File: config.mk
export PLATFORM = sky130hd
export DESIGN_NAME = line_position_and_stop_detector
export DESIGN_NICKNAME = d
export VERILOG_FILES = /design/src/sv/lpsd_pkg.sv /design/src/sv/lpsd_front.sv /design/src/sv/lpsd_queue.sv /design/src/sv/lpsd_back.sv /design/src/sv/line_position_and_stop_detector.sv
export SDC_FILE = /design/constraint.sdc
export NUM_CORES = 1
export LEC_CHECK = 0
export BUFFER_PORTS_ARGS = -buffer_cell sky130_fd_sc_hd__buf_2
export CAP_MARGIN = 15
export CORE_MARGIN = 2
export CORE_UTILIZATION = 54
export CTS_CLUSTER_DIAMETER = 150
export DETAILED_ROUTE_END_ITERATION = 10
export GPL_ROUTABILITY_DRIVEN = 0
export GPL_TIMING_DRIVEN = 0
export PLACE_DENSITY = 0.72
export SLEW_MARGIN = 20
export SYNTH_ARGS = -nofsm -noshare
export SYNTH_HDL_FRONTEND = slang
export SYNTH_SLANG_ARGS = --single-unit
File: constraint.sdc
create_clock -name clk -period 25.9 [get_ports clk]
set_input_delay 6.475 -clock clk [delete_from_list [all_inputs] [get_ports clk]]
set_output_delay 6.475 -clock clk [all_outputs]
set_load 0.02 [all_outputs]
File: src/sv/lpsd_pkg.sv
// Shared types, constants and pattern decode for the line position and stop detector.
`timescale 1ns / 1ps
`default_nettype none
package lpsd_pkg;

  localparam int DISTANCE_BITS = 24;
  localparam int CHANNELS      = 12;
  localparam int ARM_W         = 24;
  localparam int MISS_W        = 16;
  localparam int CONFIRM_W     = 8;
  localparam int QUEUE_DEPTH   = 2;
  localparam int QPTR_W        = $clog2(QUEUE_DEPTH);
  localparam int QCNT_W        = $clog2(QUEUE_DEPTH + 1);
  localparam int CFG_IDX_W     = 3;
  localparam int CFG_DATA_W    = 24;

  localparam logic [MISS_W-1:0] MISS_MAX = {MISS_W{1'b1}};

  typedef enum logic [CFG_IDX_W-1:0] {
    CFG_MISS_LIMIT    = 3'd0,
    CFG_CENTER_FIRST  = 3'd1,
    CFG_CENTER_LAST   = 3'd2,
    CFG_MIN_BLACK     = 3'd3,
    CFG_LEAVE_CONFIRM = 3'd4,
    CFG_DETECT_CONFIRM = 3'd5,
    CFG_ARM_DISTANCE  = 3'd6
  } cfg_reg_t;

  typedef enum logic {
    REQ_SAMPLE  = 1'b0,
    REQ_RESTART = 1'b1
  } req_t;

  typedef struct packed {
    logic                            req_type;
    logic [CHANNELS-1:0]             sensor_bits;
    logic signed [DISTANCE_BITS-1:0] distance_mm;
  } in_word_t;

  typedef struct packed {
    logic signed [4:0] line_position;
    logic              line_lost;
    logic              line_restored;
    logic [3:0]        center_blk_cnt;
    logic              stop_armed;
    logic              stop_detected;
  } out_word_t;

  typedef struct packed {
    logic [MISS_W-1:0]    miss_limit;
    logic [3:0]           center_first_channel;
    logic [3:0]           center_last_channel;
    logic [3:0]           min_black_channels;
    logic [CONFIRM_W-1:0] leave_confirm_count;
    logic [CONFIRM_W-1:0] detect_confirm_count;
    logic [ARM_W-1:0]     arm_distance_mm;
  } cfg_t;

  // classified word handed from front to back
  typedef struct packed {
    logic                            restart;
    logic                            hit;
    logic                            all_clear;
    logic signed [4:0]               pos;
    logic [3:0]                      count;
    logic signed [DISTANCE_BITS-1:0] distance;
  } cls_word_t;

  typedef struct packed {
    logic              hit;
    logic signed [4:0] pos;
  } pat_t;

  function automatic pat_t decode_pattern(input logic [CHANNELS-1:0] bits);
    pat_t r;
    r.hit = 1'b1;
    r.pos = 5'sd0;
    unique case (bits)
      12'h001: r.pos = -5'sd11;
      12'h003: r.pos = -5'sd10;
      12'h002, 12'h007: r.pos = -5'sd9;
      12'h006: r.pos = -5'sd8;
      12'h004, 12'h00E: r.pos = -5'sd7;
      12'h00C: r.pos = -5'sd6;
      12'h008, 12'h01C: r.pos = -5'sd5;
      12'h018: r.pos = -5'sd4;
      12'h010, 12'h038: r.pos = -5'sd3;
      12'h030: r.pos = -5'sd2;
      12'h020, 12'h070: r.pos = -5'sd1;
      12'h060: r.pos = 5'sd0;
      12'h040, 12'h0E0: r.pos = 5'sd1;
      12'h0C0: r.pos = 5'sd2;
      12'h080, 12'h1C0: r.pos = 5'sd3;
      12'h180: r.pos = 5'sd4;
      12'h100, 12'h380: r.pos = 5'sd5;
      12'h300: r.pos = 5'sd6;
      12'h200, 12'h700: r.pos = 5'sd7;
      12'h600: r.pos = 5'sd8;
      12'h400, 12'hE00: r.pos = 5'sd9;
      12'hC00: r.pos = 5'sd10;
      12'h800: r.pos = 5'sd11;
      default: r.hit = 1'b0;
    endcase
    return r;
  endfunction

endpackage
`default_nettype wire

File: src/sv/lpsd_front.sv
// Front end: pattern decode and center-window black count for each input word.
`timescale 1ns / 1ps
`default_nettype none
module lpsd_front import lpsd_pkg::*; (
  input  var in_word_t  in_data,
  input  var cfg_t      cfg,
  output cls_word_t     cls
);

  pat_t       pat;
  logic [3:0] cnt;

  always_comb begin
    cnt = 4'd0;
    for (int i = 0; i < CHANNELS; i++) begin
      if ((4'(i) >= cfg.center_first_channel) && (4'(i) <= cfg.center_last_channel)) begin
        cnt = cnt + {3'd0, in_data.sensor_bits[i]};
      end
    end
  end

  assign pat = decode_pattern(in_data.sensor_bits);

  always_comb begin
    cls.restart   = (in_data.req_type == REQ_RESTART);
    cls.hit       = pat.hit;
    cls.all_clear = (in_data.sensor_bits == '0);
    cls.pos       = pat.pos;
    // restart words report no center count
    cls.count     = cls.restart ? 4'd0 : cnt;
    cls.distance  = in_data.distance_mm;
  end

endmodule
`default_nettype wire

File: src/sv/lpsd_queue.sv
// Small FIFO between the classifying front end and the state-update back end.
`timescale 1ns / 1ps
`default_nettype none
module lpsd_queue import lpsd_pkg::*; (
  input  var logic      clk,
  input  var logic      rst_n,
  input  var logic      push,
  input  var cls_word_t push_data,
  input  var logic      pop,
  output logic          full,
  output logic          not_empty,
  output cls_word_t     head
);

  cls_word_t          mem_r [QUEUE_DEPTH];
  logic [QPTR_W-1:0]  wr_ptr_r, wr_ptr_nxt;
  logic [QPTR_W-1:0]  rd_ptr_r, rd_ptr_nxt;
  logic [QCNT_W-1:0]  cnt_r, cnt_nxt;
  logic               do_push, do_pop;

  assign full      = (cnt_r == QCNT_W'(QUEUE_DEPTH));
  assign not_empty = (cnt_r != '0);
  assign head      = mem_r[rd_ptr_r];
  assign do_push   = push && !full;
  assign do_pop    = pop && not_empty;

  always_comb begin
    wr_ptr_nxt = wr_ptr_r;
    rd_ptr_nxt = rd_ptr_r;
    cnt_nxt    = cnt_r;
    if (do_push) begin
      wr_ptr_nxt = (wr_ptr_r == QPTR_W'(QUEUE_DEPTH - 1)) ? '0 : wr_ptr_r + 1'b1;
    end
    if (do_pop) begin
      rd_ptr_nxt = (rd_ptr_r == QPTR_W'(QUEUE_DEPTH - 1)) ? '0 : rd_ptr_r + 1'b1;
    end
    if (do_push && !do_pop) begin
      cnt_nxt = cnt_r + 1'b1;
    end else if (do_pop && !do_push) begin
      cnt_nxt = cnt_r - 1'b1;
    end
  end

  always_ff @(posedge clk) begin
    if (!rst_n) begin
      wr_ptr_r <= '0;
      rd_ptr_r <= '0;
      cnt_r    <= '0;
    end else begin
      wr_ptr_r <= wr_ptr_nxt;
      rd_ptr_r <= rd_ptr_nxt;
      cnt_r    <= cnt_nxt;
    end
  end

  always_ff @(posedge clk) begin
    if (do_push) begin
      mem_r[wr_ptr_r] <= push_data;
    end
  end

endmodule
`default_nettype wire

File: src/sv/lpsd_back.sv
// Back end: line tracking and stop detector state, plus the output register.
`timescale 1ns / 1ps
`default_nettype none
module lpsd_back import lpsd_pkg::*; (
  input  var logic      clk,
  input  var logic      rst_n,
  input  var cfg_t      cfg,
  input  var logic      q_not_empty,
  input  var cls_word_t q_head,
  output logic          q_pop,
  output logic          out_valid,
  input  var logic      out_stall,
  output out_word_t     out_data
);

  localparam int DIFF_W = DISTANCE_BITS + 2;

  logic signed [4:0]               pos_r, pos_nxt;
  logic [MISS_W-1:0]               miss_r, miss_nxt;
  logic                            lost_r, lost_nxt;
  logic                            restored_r, restored_nxt;
  logic                            armed_r, armed_nxt;
  logic                            stop_r, stop_nxt;
  logic [CONFIRM_W-1:0]            leave_r, leave_nxt;
  logic [CONFIRM_W-1:0]            detect_r, detect_nxt;
  logic signed [DISTANCE_BITS-1:0] start_r, start_nxt;
  logic                            out_valid_r, out_valid_nxt;
  out_word_t                       out_data_r, out_data_nxt;

  logic                            wide;
  logic signed [DIFF_W-1:0]        diff;
  logic                            far_enough;

  assign q_pop = q_not_empty && (!out_valid_r || !out_stall);

  assign wide = (q_head.count >= cfg.min_black_channels);
  // exact difference, two guard bits so it never wraps
  assign diff = DIFF_W'(q_head.distance) - DIFF_W'(start_r);
  assign far_enough = (diff >= $signed({{(DIFF_W - ARM_W){1'b0}}, cfg.arm_distance_mm}));

  always_comb begin
    pos_nxt      = pos_r;
    miss_nxt     = miss_r;
    lost_nxt     = lost_r;
    restored_nxt = restored_r;
    armed_nxt    = armed_r;
    stop_nxt     = stop_r;
    leave_nxt    = leave_r;
    detect_nxt   = detect_r;
    start_nxt    = start_r;

    if (q_pop) begin
      if (q_head.restart) begin
        stop_nxt   = 1'b0;
        armed_nxt  = 1'b0;
        leave_nxt  = '0;
        detect_nxt = '0;
        start_nxt  = q_head.distance;
      end else begin
        // line tracking
        if (q_head.hit) begin
          pos_nxt  = q_head.pos;
          miss_nxt = miss_r >> 1;
          if (lost_r) begin
            restored_nxt = 1'b1;
          end
        end else if (q_head.all_clear) begin
          pos_nxt = 5'sd0;
          if (miss_r != MISS_MAX) begin
            miss_nxt = miss_r + 1'b1;
          end
          if (miss_nxt > cfg.miss_limit) begin
            lost_nxt     = 1'b1;
            restored_nxt = 1'b0;
          end
        end

        // stop detector
        if (!stop_r) begin
          if (!armed_r) begin
            if (!wide) begin
              if (leave_r < cfg.leave_confirm_count) begin
                leave_nxt = leave_r + 1'b1;
              end
            end else begin
              leave_nxt = '0;
            end
            if ((leave_nxt >= cfg.leave_confirm_count) && far_enough) begin
              armed_nxt = 1'b1;
            end
          end else if (wide) begin
            if (detect_r < cfg.detect_confirm_count) begin
              detect_nxt = detect_r + 1'b1;
            end
            if (detect_nxt >= cfg.detect_confirm_count) begin
              stop_nxt = 1'b1;
            end
          end else begin
            detect_nxt = '0;
          end
        end
      end
    end
  end

  always_comb begin
    out_valid_nxt = out_valid_r && out_stall;
    out_data_nxt  = out_data_r;
    if (q_pop) begin
      out_valid_nxt               = 1'b1;
      out_data_nxt.line_position  = pos_nxt;
      out_data_nxt.line_lost      = lost_nxt;
      out_data_nxt.line_restored  = restored_nxt;
      out_data_nxt.center_blk_cnt = q_head.count;
      out_data_nxt.stop_armed     = armed_nxt;
      out_data_nxt.stop_detected  = stop_nxt;
    end
  end

  always_ff @(posedge clk) begin
    if (!rst_n) begin
      pos_r       <= 5'sd0;
      miss_r      <= '0;
      lost_r      <= 1'b0;
      restored_r  <= 1'b0;
      armed_r     <= 1'b0;
      stop_r      <= 1'b0;
      leave_r     <= '0;
      detect_r    <= '0;
      start_r     <= '0;
      out_valid_r <= 1'b0;
    end else begin
      pos_r       <= pos_nxt;
      miss_r      <= miss_nxt;
      lost_r      <= lost_nxt;
      restored_r  <= restored_nxt;
      armed_r     <= armed_nxt;
      stop_r      <= stop_nxt;
      leave_r     <= leave_nxt;
      detect_r    <= detect_nxt;
      start_r     <= start_nxt;
      out_valid_r <= out_valid_nxt;
    end
  end

  always_ff @(posedge clk) begin
    out_data_r <= out_data_nxt;
  end

  assign out_valid = out_valid_r;
  assign out_data  = out_data_r;

endmodule
`default_nettype wire

File: src/sv/line_position_and_stop_detector.sv
// Top level: line position decoder and stop-line detector for a 12-channel line sensor.
// Timing: an accepted word is classified and written into the queue as it is accepted; its
//   result is then registered into the output register when that register is free.
// Throughput: one word per cycle with out_stall low; 2-entry queue and output reg absorb it.
// Reset: rst_n synchronous, active low; clears all tracking state, the queue and out_valid,
//   and loads the configuration registers with their defaults.
`timescale 1ns / 1ps
`default_nettype none
module line_position_and_stop_detector import lpsd_pkg::*; (
  input  var logic                  clk,
  input  var logic                  rst_n,
  // input channel
  input  var logic                  in_valid,
  output logic                      in_stall,
  input  var in_word_t              in_data,
  // result channel
  output logic                      out_valid,
  input  var logic                  out_stall,
  output out_word_t                 out_data,
  // configuration write port
  input  var logic                  cfg_we,
  input  var logic [CFG_IDX_W-1:0]  cfg_index,
  input  var logic [CFG_DATA_W-1:0] cfg_wdata
);

  cfg_t      cfg_r, cfg_nxt;
  cls_word_t cls;
  cls_word_t q_head;
  logic      q_full;
  logic      q_not_empty;
  logic      q_pop;
  logic      in_take;

  // ---------------------------------------------------------------------
  // Configuration registers; writes beyond the list are dropped.
  // ---------------------------------------------------------------------
  always_comb begin
    cfg_nxt = cfg_r;
    if (cfg_we) begin
      unique case (cfg_index)
        CFG_MISS_LIMIT:     cfg_nxt.miss_limit           = cfg_wdata[MISS_W-1:0];
        CFG_CENTER_FIRST:   cfg_nxt.center_first_channel = cfg_wdata[3:0];
        CFG_CENTER_LAST:    cfg_nxt.center_last_channel  = cfg_wdata[3:0];
        CFG_MIN_BLACK:      cfg_nxt.min_black_channels   = cfg_wdata[3:0];
        CFG_LEAVE_CONFIRM:  cfg_nxt.leave_confirm_count  = cfg_wdata[CONFIRM_W-1:0];
        CFG_DETECT_CONFIRM: cfg_nxt.detect_confirm_count = cfg_wdata[CONFIRM_W-1:0];
        CFG_ARM_DISTANCE:   cfg_nxt.arm_distance_mm      = cfg_wdata[ARM_W-1:0];
        default: ;
      endcase
    end
  end

  always_ff @(posedge clk) begin
    if (!rst_n) begin
      cfg_r.miss_limit           <= 16'd10;
      cfg_r.center_first_channel <= 4'd3;
      cfg_r.center_last_channel  <= 4'd8;
      cfg_r.min_black_channels   <= 4'd4;
      cfg_r.leave_confirm_count  <= 8'd50;
      cfg_r.detect_confirm_count <= 8'd10;
      cfg_r.arm_distance_mm      <= 24'd500;
    end else begin
      cfg_r <= cfg_nxt;
    end
  end

  // ---------------------------------------------------------------------
  // Front: decode pattern and count the center window as the word arrives.
  // Accepts whenever the queue has room, independent of the result side.
  // ---------------------------------------------------------------------
  assign in_stall = q_full;
  assign in_take  = in_valid && !in_stall;

  lpsd_front u_front (
    .in_data (in_data),
    .cfg     (cfg_r),
    .cls     (cls)
  );

  lpsd_queue u_queue (
    .clk       (clk),
    .rst_n     (rst_n),
    .push      (in_take),
    .push_data (cls),
    .pop       (q_pop),
    .full      (q_full),
    .not_empty (q_not_empty),
    .head      (q_head)
  );

  // ---------------------------------------------------------------------
  // Back: apply the classified word to the line and stop state into the output
  // register, one word per cycle unless out_stall holds that register full.
  // ---------------------------------------------------------------------
  lpsd_back u_back (
    .clk         (clk),
    .rst_n       (rst_n),
    .cfg         (cfg_r),
    .q_not_empty (q_not_empty),
    .q_head      (q_head),
    .q_pop       (q_pop),
    .out_valid   (out_valid),
    .out_stall   (out_stall),
    .out_data    (out_data)
  );

  // ---------------------------------------------------------------------
  // Checks
  // ---------------------------------------------------------------------
  // stop can only latch while armed; restart clears both together
  a_stop_needs_arm: assert property (@(posedge clk) disable iff (!rst_n)
    out_valid |-> !(out_data.stop_detected && !out_data.stop_armed))
    else $error("stop_detected without stop_armed");

  // restored is only set while lost, and lost is sticky
  a_restore_needs_lost: assert property (@(posedge clk) disable iff (!rst_n)
    out_valid |-> !(out_data.line_restored && !out_data.line_lost))
    else $error("line_restored without line_lost");

  a_pos_range: assert property (@(posedge clk) disable iff (!rst_n)
    out_valid |-> (out_data.line_position >= -5'sd11) && (out_data.line_position <= 5'sd11))
    else $error("line_position out of range");

  // a queued word is always drained when the output register can take it
  a_drain: assert property (@(posedge clk) disable iff (!rst_n)
    (q_not_empty && !out_valid) |=> out_valid)
    else $error("queued word not moved to output");

endmodule
`default_nettype wire

* Word-level counts from Yosys, hierarchy flattened
Memory sizes are Yosys's and may differ from the RTL's. A register that Yosys moved wholly into a read port is not among the register bits.
Index checks and enable logic that the tools add are counted.
** Storage, ports and cells
- Register bits after elaboration :: 151
- Memory bits (writable) :: 72
- Input bits :: 69
- Word-level logic and storage cells :: 251
- Memories kept :: 1
** Cells by class
- Add/sub/neg operators :: 19
- Order comparisons :: 31
- Equality and inequality tests :: 43
- Multiplexer cells :: 76
- Bitwise logic cells :: 1
- Reductions and logical operators :: 54
** Memory list
- u_queue.mem_r :: words 2, bits a word 36, read ports 1, clocked after memory_dff 1, wr ports 1, line lpsd_queue.sv:15 : cls_word_t mem_r [QUEUE_DEPTH];
** Operators with widths (number)
- two-way mux 8 bit :: 19
- two-way mux 16 bit :: 7
- case mux 5 bit (22 select lines) :: 1
- two-way mux 4 bit :: 12
- adder 4 x 1 -> 4 bit :: 10
- equality test 12 x 10 -> 1 bit, second input constant :: 3
- equality test 12 x 11 -> 1 bit, second input constant :: 3
- equality test 12 bit, second input constant :: 3
- equality test 12 x 3 -> 1 bit, second input constant :: 3
- equality test 12 x 4 -> 1 bit, second input constant :: 3
- equality test 12 x 5 -> 1 bit, second input constant :: 3
- equality test 12 x 6 -> 1 bit, second input constant :: 3
- equality test 12 x 7 -> 1 bit, second input constant :: 3
- equality test 12 x 8 -> 1 bit, second input constant :: 3
- equality test 12 x 9 -> 1 bit, second input constant :: 3
- OR reduction 33 bit :: 1
- two-way mux 1 bit :: 31
- greater-or-equal comparator 26 x 25 -> 1 bit :: 1
- subtractor 24 x 24 -> 25 bit :: 1
- equality test 12 x 2 -> 1 bit, second input constant :: 2
- logical AND 1 bit :: 20
- two-way mux 5 bit :: 4
- OR reduction 2 bit :: 10
- adder 16 x 1 -> 16 bit, second input constant :: 1
- other kinds (33) :: 74

* Longest topological paths before layout
Gate-level depths: netlist of run 1.
- Depth after elaboration :: 26
- Depth in mapped cells :: 39
- Mapped depth without buffers :: 38

* Hierarchy
Synthesis of run 1 repeated with hierarchy kept, for this count alone.
** Second synthesis, totals
- Cell total of the unflattened synthesis :: 1560
- Area, all modules :: 14259.9 um2
** By module, submodules not included
- lpsd_back :: instances 1, cells each 880, area an instance 6859.1 um2
- lpsd_queue :: instances 1, cells each 137, area an instance 2831.5 um2
- line_position_and_stop_detector :: instances 1, cells each 267, area an instance 2686.3 um2
- lpsd_front :: instances 1, cells each 276, area an instance 1883.1 um2

* Worst setup path before layout of run 1
Ideal clock, no wire load.
- Kind :: input -> register
- Start :: in in_data[24] in the netlist's numbering
- End :: mem u_queue.mem_r[0][26] in the netlist's numbering (data pin)
- Arrival time :: 13.234 ns
- Data required time :: 25.643 ns
- Path slack :: 12.410 ns
- Cell stages on the path :: 39
- Path buffers :: 1
- Path through :: clkbuf_1 > nor2b_1 > and2_1 > ha_1 > mux2i_2 > nor2_1 > ha_1 > ha_1 > mux2i_1 > inv_1 > ha_1 > nand3b_1 > a21boi_1 > ha_1 > nand3b_1 > o21a_1 > ha_1 > inv_1 > [... 3 more ...] > inv_1 > ha_1 > nand2_1 > o21ai_0 > ha_1 > nand2_1 > o21a_1 > o21ai_1 > ha_1 > mux2_2 > ha_1 > mux2_2 > ha_1 > mux2_2 > ha_1 > nand2_1 > xor2_1 > nor2_1
** RTL lines
- from (decl) :: line line_position_and_stop_detector.sv:15 : input var in_word_t in_data,
- to (decl) :: line lpsd_queue.sv:15

==> parameters.txt, run 1 <==
Parameter                              Value

Global routing
  Global-route wire length before repair    51.36 mm
  GR Util All Layers    0.2442
  Initial antenna violation count    0
  Pin count of the biggest net entering global routing    31
  Remaining global-route overflow    0
  Vias in the first global route    10230

Setup path
  Highest fanout seen on the critical path    8
  Cell family with the largest share of critical-path delay    adder cells
  Most common cell on crit path    ha_1
  Critical path class    input port to register
  Origin of the critical flop-to-flop path    cfg_r[51]$_SDFFE_PN0P_
  Crit end category    register
  RR Endpoint    u_queue.mem_r[0][26]$_DFFE_PP_
  Critical path buffers and inverters    4
  Kind of start point of the critical path    input port
  CP max stage delay    0.35 ns
  Data arrival, critical path    14.04 ns
  Library cell contributing the largest single delay on the critical path    ha_1
  Worst reg-to-reg path cell count    39
  Endpoint required time on the critical path    26.17 ns
  Flop-to-flop setup slack    17.73 ns
  Critical path startpoint    in_data[24]

Synthesis
  Leading register cell type out of synthesis    dfxtp_1
  Most frequent cell after synthesis    nand2_1
  Net count after synthesis    1668
  Synth cell types    79
  Fraction of synthesis flops using an asynchronous set or reset pin    0
  Cell type with the largest total area after synthesis    dfxtp_1
  Synth Area per Inst    9.050 sq um
  Number of standard cells after synthesis    1475
  Number of enable-type register cells in the synthesized netlist    85
  Post-synthesis cell area    13350 sq um
  Post-synthesis sequential area ratio    0.3997
  Area fraction of the dominant cell type after synthesis    0.2085
  Number of warnings reported in the yosys synthesis log    0
  Cell types with the largest area share after synthesis    dfxtp_1 21%, edfxtp_1 19%, ha_1 12%
  Commonest cells in the synthesized netlist    227 x nand2_1, 139 x dfxtp_1, 123 x a21oi_1, 123 x ha_1, 100 x inv_1
  Seq cells post-synth    224

Clocking
  Post-CTS Hold Fix Bufs    0
  Maximum clock insertion buffer count    3
  Clock tree from TritonCTS    done
  Worst-skew pair later-pin latency    0.52 ns
  Post-cts gate resize count    0
  Cell at the root of the clock tree    clkbuf_16
  Number of buffers created by CTS    24
  Count of H-tree levels built during CTS    1
  Clock-pin slew reported for the worst setup and hold paths after clock tree synthesis    0.06 ns
  Post-CTS setup buffer count    0
  Number of sinks on the clock net    224

STA
  WHS    0.4535 ns
  Aggregate negative setup slack    0 ns
  Number of hold violations in the final report    0
  Measured slew at the worst slew-check pin    0.8935 ns
  Share of the cycle needed by the critical path after routing    0.5314
  Total setup violations reported at the end of the flow    0
  RSZ-0062 raised after global routing    no
  Rel. slew slack    0.3997
  Max-slew violation count    0
  Final critical path time including I/O delays and setup    13.76 ns
  Final Skew    0.008884 ns
  Max Clk Rate    0.07266 GHz

Detailed routing
  Via count    10790
  Met2 Wirelength    14.21 mm
  Routed wire length    32.03 mm
  Final routed DRC violation total    0
  Iter 0 DRT Violations    742
  Post-detailed-route count of antenna-violating nets    0
  Uppermost metal layer occupied by signal nets    met4
  Average wire per cell in the routed design    16.63 um
  Total iterations of the first detailed-routing run    5
  Met1 routed wirelength after detailed routing    14.68 mm
  Via density per instance    5.601
  WL met3    2.283 mm

Power
  Sequential group share of total power    0.318
  Power per unit of standard cell area    91.38 nW/um^2
  Switching part of the total power    0.3585
  Proportion of power drawn by combinational gates    0.415
  IR Drop Worst-Case VDD    0.00006723 V
  Clock share of power    0.267
  Internal portion of total power    0.8827 mW
  Switching power    0.4933 mW
  Leakage power figure    6.230 nW

Worst hold path
  Type of the most critical hold path    register to register
  Destination of the worst hold path    u_back.start_r[10]$_SDFFE_PN0P_
  Hold Path Cell Cnt    2
  Startpoint of the most critical hold path    u_back.start_r[10]$_SDFFE_PN0P_

Job
  Max_cap viols    0

Floorplanning
  Number of top-level pins    84
  Initial standard-cell utilization of the core    0.5489
  Core Box Area    24320 sq um
  Full die area    25990 sq um
  Chip Height    161.2 um
  Core Rows    57
  Width of the die    161.2 um

Placement
  Area after detailed placement    14210 sq um
  Number of buffers inserted by port buffering    81
  Post-DP HPWL    23.98 mm

Cells and area
  Area growth from synthesis to layout    12.80%
  Final layout net count    1777
  Total non-filler cell area in the finished layout    15060 sq um
  Share of final-layout standard cells stronger than drive strength 1    0.1142
  # diodes    0

Run status
  Status    finished clean
-- through the flow --
| step | util | cells | worst slack [ns] | power, mW |
|---|---|---|---|---|
| floorplan | - | 1475 | 12.41 | 0.8655 |
| global placement | 0.5822 | 1880 | 11.83 | 0.9873 |
| detailed placement | 0.5842 | 1882 | 11.66 | 1.008 |
| CTS | 0.6192 | 1926 | 12.17 | 1.380 |
| global route | 0.6192 | 1926 | 11.64 | 1.468 |
| finish | 0.6192 | 1926 | 12.14 | 1.376 |
-- final cells by class --
| cell class | count | area, sq um |
|---|---|---|
| Sequential cell | 224 | 5335 |
| Inverter | 100 | 375.4 |
| Buffer | 60 | 244.0 |
| Timing Repair Buffer | 83 | 445.4 |
| Clock buffer | 32 | 693.2 |
| Fill cell | 2094 | 9261 |
| Tap cell | 324 | 405.4 |
| Clock inverter | 12 | 156.4 |
| Multi-Input combinational cell | 1091 | 7403 |
-- placed cells by master, fill, tap and decap left out, drive strengths merged, types with 5 or more instances in the layout --
master / count
ha: 123
a21o: 50
inv: 100
and4: 5
nor2: 99
o21ai: 46
mux2: 39
o21bai: 5
nor2b: 14
clkbuf: 82
a311oi: 6
nand4: 19
buf: 93
and2: 22
a21oi: 123
dfxtp: 139
nand3: 22
and3: 14
nor3: 23
a211oi: 7
o21a: 17
xnor2: 44
or2: 7
a22oi: 6
mux2i: 28
nand2b: 25
a31oi: 8
nand2: 227
o211ai: 17
xor2: 26
clkinv: 7
o31a: 5
nand3b: 6
or3: 5
edfxtp: 85
-- state kept, by name, indices dropped and copies added, names as in the netlist, named ones only --
signal / count
u_back.out_valid: 1
u_back.restored_r: 1
u_back.out_data: 13
cfg_r: 68
u_back.leave_r: 8
u_queue.mem_r: 72
u_back.stop_r: 1
u_back.lost_r: 1
u_back.start_r: 24
u_queue.wr_ptr_r: 1
u_back.pos_r: 5
u_back.armed_r: 1
u_back.detect_r: 8
u_queue.cnt_r: 2
u_back.miss_r: 16
u_queue.rd_ptr_r: 1
-- power by group through the flow --
stage          logic [mW]  registers, mW  clock network [mW]
5_1_grt             0.639          0.442               0.387
3_5_place_dp        0.563          0.444                   0
6_report            0.571          0.438               0.367
4_1_cts             0.569          0.438               0.373
2_1_floorplan       0.413          0.453                   0
3_3_place_gp        0.543          0.445                   0
-- logic make-up after synthesis --
| logic type | count (synthesis) | synth area share |
|---|---|---|
| multiplexers | 67 | 0.05474 |
| adder cells (fa/ha/maj) | 124 | 0.1168 |
| buffers and inverters | 160 | 0.04640 |
| XOR/XNOR | 72 | 0.05052 |
| flip-flops | 224 | 0.3997 |
| AND/OR/NAND/NOR | 499 | 0.1737 |
| AO/OA/AOI/OAI | 329 | 0.1582 |
-- tightest hold or removal path: cells and delay by family, from the launching register on --
family,cells,cell delay [ns]
DFF,1,0.30
and+or+nand+nor,1,0.05
AOI/OAI and AO/OA,1,0.05
-- worst max-delay path by stage --
stage               slack [ns]                        endpoint  cells past startpoint
floorplan                12.41  u_queue.mem_r[0][26]$_DFFE_PP_                     39
global placement         11.83  u_queue.mem_r[0][26]$_DFFE_PP_                     39
detailed placement       11.66  u_queue.mem_r[0][26]$_DFFE_PP_                     39
CTS                      12.17  u_queue.mem_r[0][26]$_DFFE_PP_                     39
global route             11.64  u_queue.mem_r[1][25]$_DFFE_PP_                     38
finish                   12.14  u_queue.mem_r[0][26]$_DFFE_PP_                     39
-- metal layers --
metal / global-route usage / up-vias
met5: 0 / -
met4: 0.07305 / 0
met3: 0.04417 / 62
met2: 0.3954 / 327
met1: 0.3356 / 5000
li1: - / 5398
(Power assumes the default switching activity.)
==> run 2: changes to the inputs <==
--- a/config.mk
+++ b/config.mk
@@ -5,6 +5,7 @@
 export SDC_FILE = /design/constraint.sdc
 export NUM_CORES = 1
 export LEC_CHECK = 0
+export ABC_AREA = 1
 export BUFFER_PORTS_ARGS = -buffer_cell sky130_fd_sc_hd__buf_2
 export CAP_MARGIN = 15
 export CORE_MARGIN = 2
@@ -13,7 +14,7 @@
 export DETAILED_ROUTE_END_ITERATION = 10
 export GPL_ROUTABILITY_DRIVEN = 0
 export GPL_TIMING_DRIVEN = 0
-export PLACE_DENSITY = 0.72
+export PLACE_DENSITY = 0.75
 export SLEW_MARGIN = 20
 export SYNTH_ARGS = -nofsm -noshare
 export SYNTH_HDL_FRONTEND = slang
==> constraint.sdc (replaced) <==
create_clock -name clk -period 11.8 [get_ports clk]
set_input_delay 2.95 -clock clk [delete_from_list [all_inputs] [get_ports clk]]
set_output_delay 2.95 -clock clk [all_outputs]
set_load 0.02 [all_outputs]
==> parameters.txt, run 2 <==
Parameter                              Value

Setup path
  RR Endpoint    u_queue.mem_r[0][25]$_DFFE_PP_
  Flop-to-flop setup slack    4.82 ns
  Data arrival, critical path    9.37 ns
  Kind of start point of the critical path    input port
  Critical path startpoint    in_data[24]
  Endpoint required time on the critical path    12.05 ns
  CP endpoint    u_queue.mem_r[0][25]$_DFFE_PP_
  Library cell contributing the largest single delay on the critical path    ha_1
  Origin of the critical flop-to-flop path    cfg_r[49]$_SDFFE_PN1P_
  CP max stage delay    0.34 ns
  Crit end category    register
  Critical path class    input port to register
  Worst reg-to-reg path cell count    39
  Most common cell on crit path    nand2_1
  Highest fanout seen on the critical path    7

Power
  Sequential group share of total power    0.307
  Proportion of power drawn by combinational gates    0.471
  Total power draw    3.226 mW
  Leakage power figure    6.652 nW
  IR Drop Worst-Case VDD    0.0001334 V
  Power per unit of standard cell area    215.8 nW/um^2
  Clock share of power    0.222
  Switching power    1.308 mW
  Internal portion of total power    1.918 mW
  Switching part of the total power    0.4054

Global routing
  Vias in the first global route    10980
  Remaining global-route overflow    0
  Pin count of the biggest net entering global routing    27
  GR Util All Layers    0.2467
  Initial antenna violation count    0
  Global-route wire length before repair    52.63 mm

Cells and area
  # diodes    0
  Leading cell types in the layout, fill and taps excluded    299 x nand2_1, 265 x inv_1, 197 x a21oi_1
  Leading registers by flop count    u_queue.mem_r: 72 flops, cfg_r: 68 flops, u_back.start_r: 24 flops
  Area growth from synthesis to layout    12.15%
  Register ranked first by flip-flop count    u_queue.mem_r
  Share of final-layout standard cells stronger than drive strength 1    0.09902
  Final layout net count    2002
  Share of the core filled with cells in the final layout    0.6164
  Most frequent standard cell in the layout excluding fill and tap cells    nand2_1
  Max FFs per register    72

Floorplanning
  Number of top-level pins    84
  Width of the die    161.1 um
  Chip Height    161.1 um
  Initial standard-cell utilization of the core    0.5496
  Full die area    25950 sq um
  Core Box Area    24250 sq um
  Core Rows    57

Synthesis
  Number of warnings reported in the yosys synthesis log    0
  Post-synthesis cell area    13330 sq um
  Leading register cell type out of synthesis    dfxtp_1
  Number of standard cells after synthesis    1697
  Commonest cells in the synthesized netlist    299 x nand2_1, 265 x inv_1, 197 x a21oi_1
  Cell types with the largest area share after synthesis    dfxtp_1 21%, edfxtp_1 19%, ha_1 12%
  Synth cell types    48
  Most frequent cell after synthesis    nand2_1
  Fraction of synthesis flops using an asynchronous set or reset pin    0
  Post-synthesis sequential area ratio    0.4003
  Net count after synthesis    1890
  Cell type with the largest total area after synthesis    dfxtp_1
  Area fraction of the dominant cell type after synthesis    0.2088
  Seq cells post-synth    224
  Number of enable-type register cells in the synthesized netlist    85
  Synth Area per Inst    7.854 sq um

STA
  Share of the cycle needed by the critical path after routing    0.7731
  Final Skew    0.01648 ns
  WHS    0.4563 ns
  Total setup violations reported at the end of the flow    0
  Aggregate negative setup slack    0 ns
  RSZ-0062 raised after global routing    no
  Max Clk Rate    0.1096 GHz
  Final critical path time including I/O delays and setup    9.123 ns
  Rel. slew slack    0.4037
  Number of hold violations in the final report    0
  Max-slew violation count    0
  Measured slew at the worst slew-check pin    0.8935 ns

Worst hold path
  Type of the most critical hold path    register to register
  Hold Path Cell Cnt    2

Clocking
  Worst-skew pair later-pin latency    0.53 ns
  Number of sinks on the clock net    224
  Clock-pin slew reported for the worst setup and hold paths after clock tree synthesis    0.06 ns
  Cell at the root of the clock tree    clkbuf_16
  Post-CTS Hold Fix Bufs    0
  Count of H-tree levels built during CTS    1
  Post-CTS setup buffer count    0
  Post-cts gate resize count    0
  Number of buffers created by CTS    25
  Clock tree from TritonCTS    done
  Maximum clock insertion buffer count    3

Placement
  Post-DP HPWL    24.61 mm
  Number of buffers inserted by port buffering    83

Detailed routing
  Average wire per cell in the routed design    14.93 um
  Total iterations of the first detailed-routing run    5
  Routed wire length    32.13 mm
  Via count    11730
  Final routed DRC violation total    0
  Iter 0 DRT Violations    800
  Via density per instance    5.450
  Post-detailed-route count of antenna-violating nets    0

Job
  Max_cap viols    0

Run status
  Status    finished clean
-- run 2: changes by cell type after synthesis, moves of 20 or more --
cell      change
a21o_1       -47
a21oi_1      +74
and2_1       -20
inv_1       +165
mux2i_1      -25
nand2_1      +72
nand2b_1     -25
nand3_1      +50
nor2_1       +31
o21ai_0      +79
xnor2_1      -34
-- run 2: cell families after synthesis --
| family | synth area share |
|---|---|
| compound gates | 0.1610 |
| buf+inv | 0.08618 |
| simple gates | 0.1876 |
| flops | 0.4003 |
| fa+ha+maj | 0.1170 |
| xor+xnor | 0.02366 |
| mux | 0.02431 |
-- run 2: how the worst min path moves through the flow --
stage | from | to | slack [ns]
floorplan | u_queue.rd_ptr_r$_SDFFE_PN0P_ | register | 0.43
global placement | u_queue.rd_ptr_r$_SDFFE_PN0P_ | u_queue.rd_ptr_r$_SDFFE_PN0P_ | 0.44
detailed placement | u_queue.rd_ptr_r$_SDFFE_PN0P_ | u_queue.rd_ptr_r$_SDFFE_PN0P_ | 0.45
CTS | u_back.start_r[10]$_SDFFE_PN0P_ | u_back.start_r[10]$_SDFFE_PN0P_ | 0.46
global route | u_back.start_r[5]$_SDFFE_PN0P_ | u_back.start_r[5]$_SDFFE_PN0P_ | 0.48
finish | u_back.start_r[10]$_SDFFE_PN0P_ | u_back.start_r[10]$_SDFFE_PN0P_ | 0.46
-- run 2: power by group through the flow --
stage               registers (mW)  clock network [mW]  logic [mW]
floorplan                     1.03                   0        1.10
global placement              1.00                   0        1.43
detailed placement            1.01                   0        1.50
CTS                          0.992               0.724        1.51
global route                  1.00               0.758        1.72
finish                       0.991               0.715        1.52
-- run 2: stage by stage --
| step | instance area, sq um | std cells | setup slack (ns) |
|---|---|---|---|
| detailed placement | 14210 | 2106 | 2.199 |
| global placement | 14150 | 2104 | 2.459 |
| global route | 14950 | 2152 | 2.141 |
| finish | 14950 | 2152 | 2.677 |
| floorplan | 13330 | 1697 | 3.014 |
| CTS | 14950 | 2152 | 2.719 |
-- run 2: layout make-up --
| type | count | area, sq um |
|---|---|---|
| Timing Repair Buffer | 85 | 455.4 |
| Fill cell | 2168 | 9301 |
| Multi-Input combinational cell | 1167 | 6865 |
| Buffer | 37 | 138.9 |
| Inverter | 269 | 1010 |
| Tap cell | 324 | 405.4 |
| Clock inverter | 7 | 38.79 |
| Clock buffer | 39 | 698.2 |
| Sequential cell | 224 | 5335 |
-- run 2: critical path: cells and delay by family --
family | cells | cell delay, ns
AOI/OAI and AO/OA | 2 | 0.26
adders and majority gates | 12 | 3.50
buffers and inverters | 4 | 0.37
and+or+nand+nor | 21 | 2.30
-- run 2: layer usage --
layer  share of wire  wire length [um]  up-vias  global-route usage
met5               0                 0        -                   0
met4           0.027               879        0             0.07427
met3           0.061              1960       67             0.03647
met2            0.45             14610      321              0.4105
met1            0.46             14680     5414              0.3347
li1                -                 -     5926                   -
==> run 3: changes to the inputs <==
==> constraint.sdc (replaced) <==
create_clock -name clk -period 8.3 [get_ports clk]
set_input_delay 2.075 -clock clk [delete_from_list [all_inputs] [get_ports clk]]
set_output_delay 2.075 -clock clk [all_outputs]
set_load 0.02 [all_outputs]
==> parameters.txt, run 3 (synthesis results as in run 2) <==
Parameter                              Value

STA
  Max Clk Rate    0.1276 GHz
  Final Skew    0.02330 ns
  Rel. slew slack    0.4112
  Final critical path time including I/O delays and setup    7.834 ns
  Measured slew at the worst slew-check pin    0.8823 ns
  Share of the cycle needed by the critical path after routing    0.9439
  RSZ-0062 raised after global routing    no
  Number of hold violations in the final report    0
  Max-slew violation count    0
  Total setup violations reported at the end of the flow    0

Cells and area
  Leading registers by flop count    u_queue.mem_r: 72 flops, cfg_r: 68 flops, u_back.start_r: 24 flops
  Leading cell types in the layout, fill and taps excluded    294 x nand2_1, 264 x inv_1, 197 x a21oi_1
  Area growth from synthesis to layout    12.66%
  Filler cell count    2167
  Most frequent standard cell in the layout excluding fill and tap cells    nand2_1
  Register ranked first by flip-flop count    u_queue.mem_r
  Total non-filler cell area in the finished layout    15020 sq um
  Number of cells in the finished layout apart from fillers    2152
  Max FFs per register    72
  Final layout net count    2002
  Share of final-layout standard cells stronger than drive strength 1    0.1061
  # diodes    0

Clocking
  Post-cts gate resize count    0
  Clock tree from TritonCTS    done
  Number of sinks on the clock net    224
  Count of H-tree levels built during CTS    1
  Maximum clock insertion buffer count    3
  Clock-pin slew reported for the worst setup and hold paths after clock tree synthesis    0.06 ns
  Post-CTS Hold Fix Bufs    0
  Cell at the root of the clock tree    clkbuf_16
  Number of buffers created by CTS    25
  Worst-skew pair later-pin latency    0.54 ns
  Post-CTS setup buffer count    0

Setup path
  Endpoint required time on the critical path    8.55 ns
  Kind of start point of the critical path    input port
  Most common cell on crit path    nand2_1
  Library cell contributing the largest single delay on the critical path    or2_2
  Critical path class    input port to register
  CP max stage delay    0.33 ns
  Crit end category    register
  Data arrival, critical path    8.08 ns
  Critical path buffers and inverters    4
  Highest fanout seen on the critical path    7
  Critical path startpoint    in_data[24]
  Origin of the critical flop-to-flop path    cfg_r[51]$_SDFFE_PN0P_
  Cell family with the largest share of critical-path delay    adder cells

Power
  IR Drop Worst-Case VDD    0.0001893 V
  Power per unit of standard cell area    306.3 nW/um^2
  Leakage power figure    6.651 nW

Detailed routing
  Via count    11730
  Average wire per cell in the routed design    14.95 um
  Via density per instance    5.451
  Iter 0 DRT Violations    828
  Post-detailed-route count of antenna-violating nets    0
  Final routed DRC violation total    0
  Total iterations of the first detailed-routing run    5
  Routed wire length    32.18 mm

Floorplanning
  Initial standard-cell utilization of the core    0.5496
  Number of top-level pins    84
  Core Box Area    24250 sq um
  Core Rows    57
  Width of the die    161.1 um
  Full die area    25950 sq um
  Chip Height    161.1 um

Global routing
  Vias in the first global route    10980
  Remaining global-route overflow    0
  Pin count of the biggest net entering global routing    27
  Global-route wire length before repair    52.63 mm
  Initial antenna violation count    0
  GR Util All Layers    0.2467

Placement
  Area after detailed placement    14210 sq um
  Post-Place Cells    2106
  Post-DP HPWL    24.61 mm
  Number of buffers inserted by port buffering    83

Worst hold path
  Startpoint of the most critical hold path    u_back.start_r[10]$_SDFFE_PN0P_
  Type of the most critical hold path    register to register

Run status
  Status    finished clean

Job
  Max_cap viols    0
-- run 3: per-layer routing --
layer  vias up  GRT usage  share of wire
li1       5937          -              -
met3        61    0.03647          0.063
met4         0    0.07427          0.027
met5         -          0              0
met2       338     0.4105           0.46
met1      5395     0.3347           0.45
-- run 3: worst reg2reg max path: cells and delay by family, from the launching register on --
kind	cells	cell delay, ns
buf+inv	3	0.23
simple gates	22	2.40
flops	1	0.36
fa+ha+maj	12	3.29
compound gates	2	0.19
-- run 3: final timing paths --
check | cells past startpoint | slack [ns] | endpoint
setup / recovery | 39 | 0.47 | u_queue.mem_r[0][25]$_DFFE_PP_
hold / removal | 2 | 0.46 | u_back.start_r[10]$_SDFFE_PN0P_
setup reg to reg | 39 | 1.56 | u_queue.mem_r[0][25]$_DFFE_PP_
hold reg to reg | 2 | 0.46 | u_back.start_r[10]$_SDFFE_PN0P_
-- run 3: where the power goes --
group          internal (mW)  switching [mW]  total [mW]  leakage, nW
logic                  0.813            1.36        2.17         4.35
registers               1.35          0.0633        1.41         1.94
clock network          0.577           0.439        1.02        0.365
total                   2.74            1.86        4.60         6.65
-- run 3: area by class of cell --
cell class                 instances  area (sq um)  share of cell area
inverter                         269          1010             0.06724
tap                              324         405.4             0.02700
clock inverter                     7         38.79            0.002583
timing repair buffer              85         457.9             0.03050
clock buffer                      39         698.2             0.04650
buffer                            37         138.9            0.009249
multi-input combinational       1167          6932              0.4616
sequential                       224          5335              0.3553
-- run 3: per-stage QoR --
step	hold WS [ns]	power, mW	util	setup TNS [ns]	worst slack [ns]
finish	0.4571	4.599	0.6192	0	0.4655
global route	0.4818	4.964	0.6192	0	0.006563
CTS	0.4594	4.588	0.6164	0	0.09381
detailed placement	0.4453	3.565	0.5860	-2.155	-0.4259
global placement	0.4357	3.465	0.5835	-0.5188	-0.1659
floorplan	0.4258	3.024	-	0	0.3891
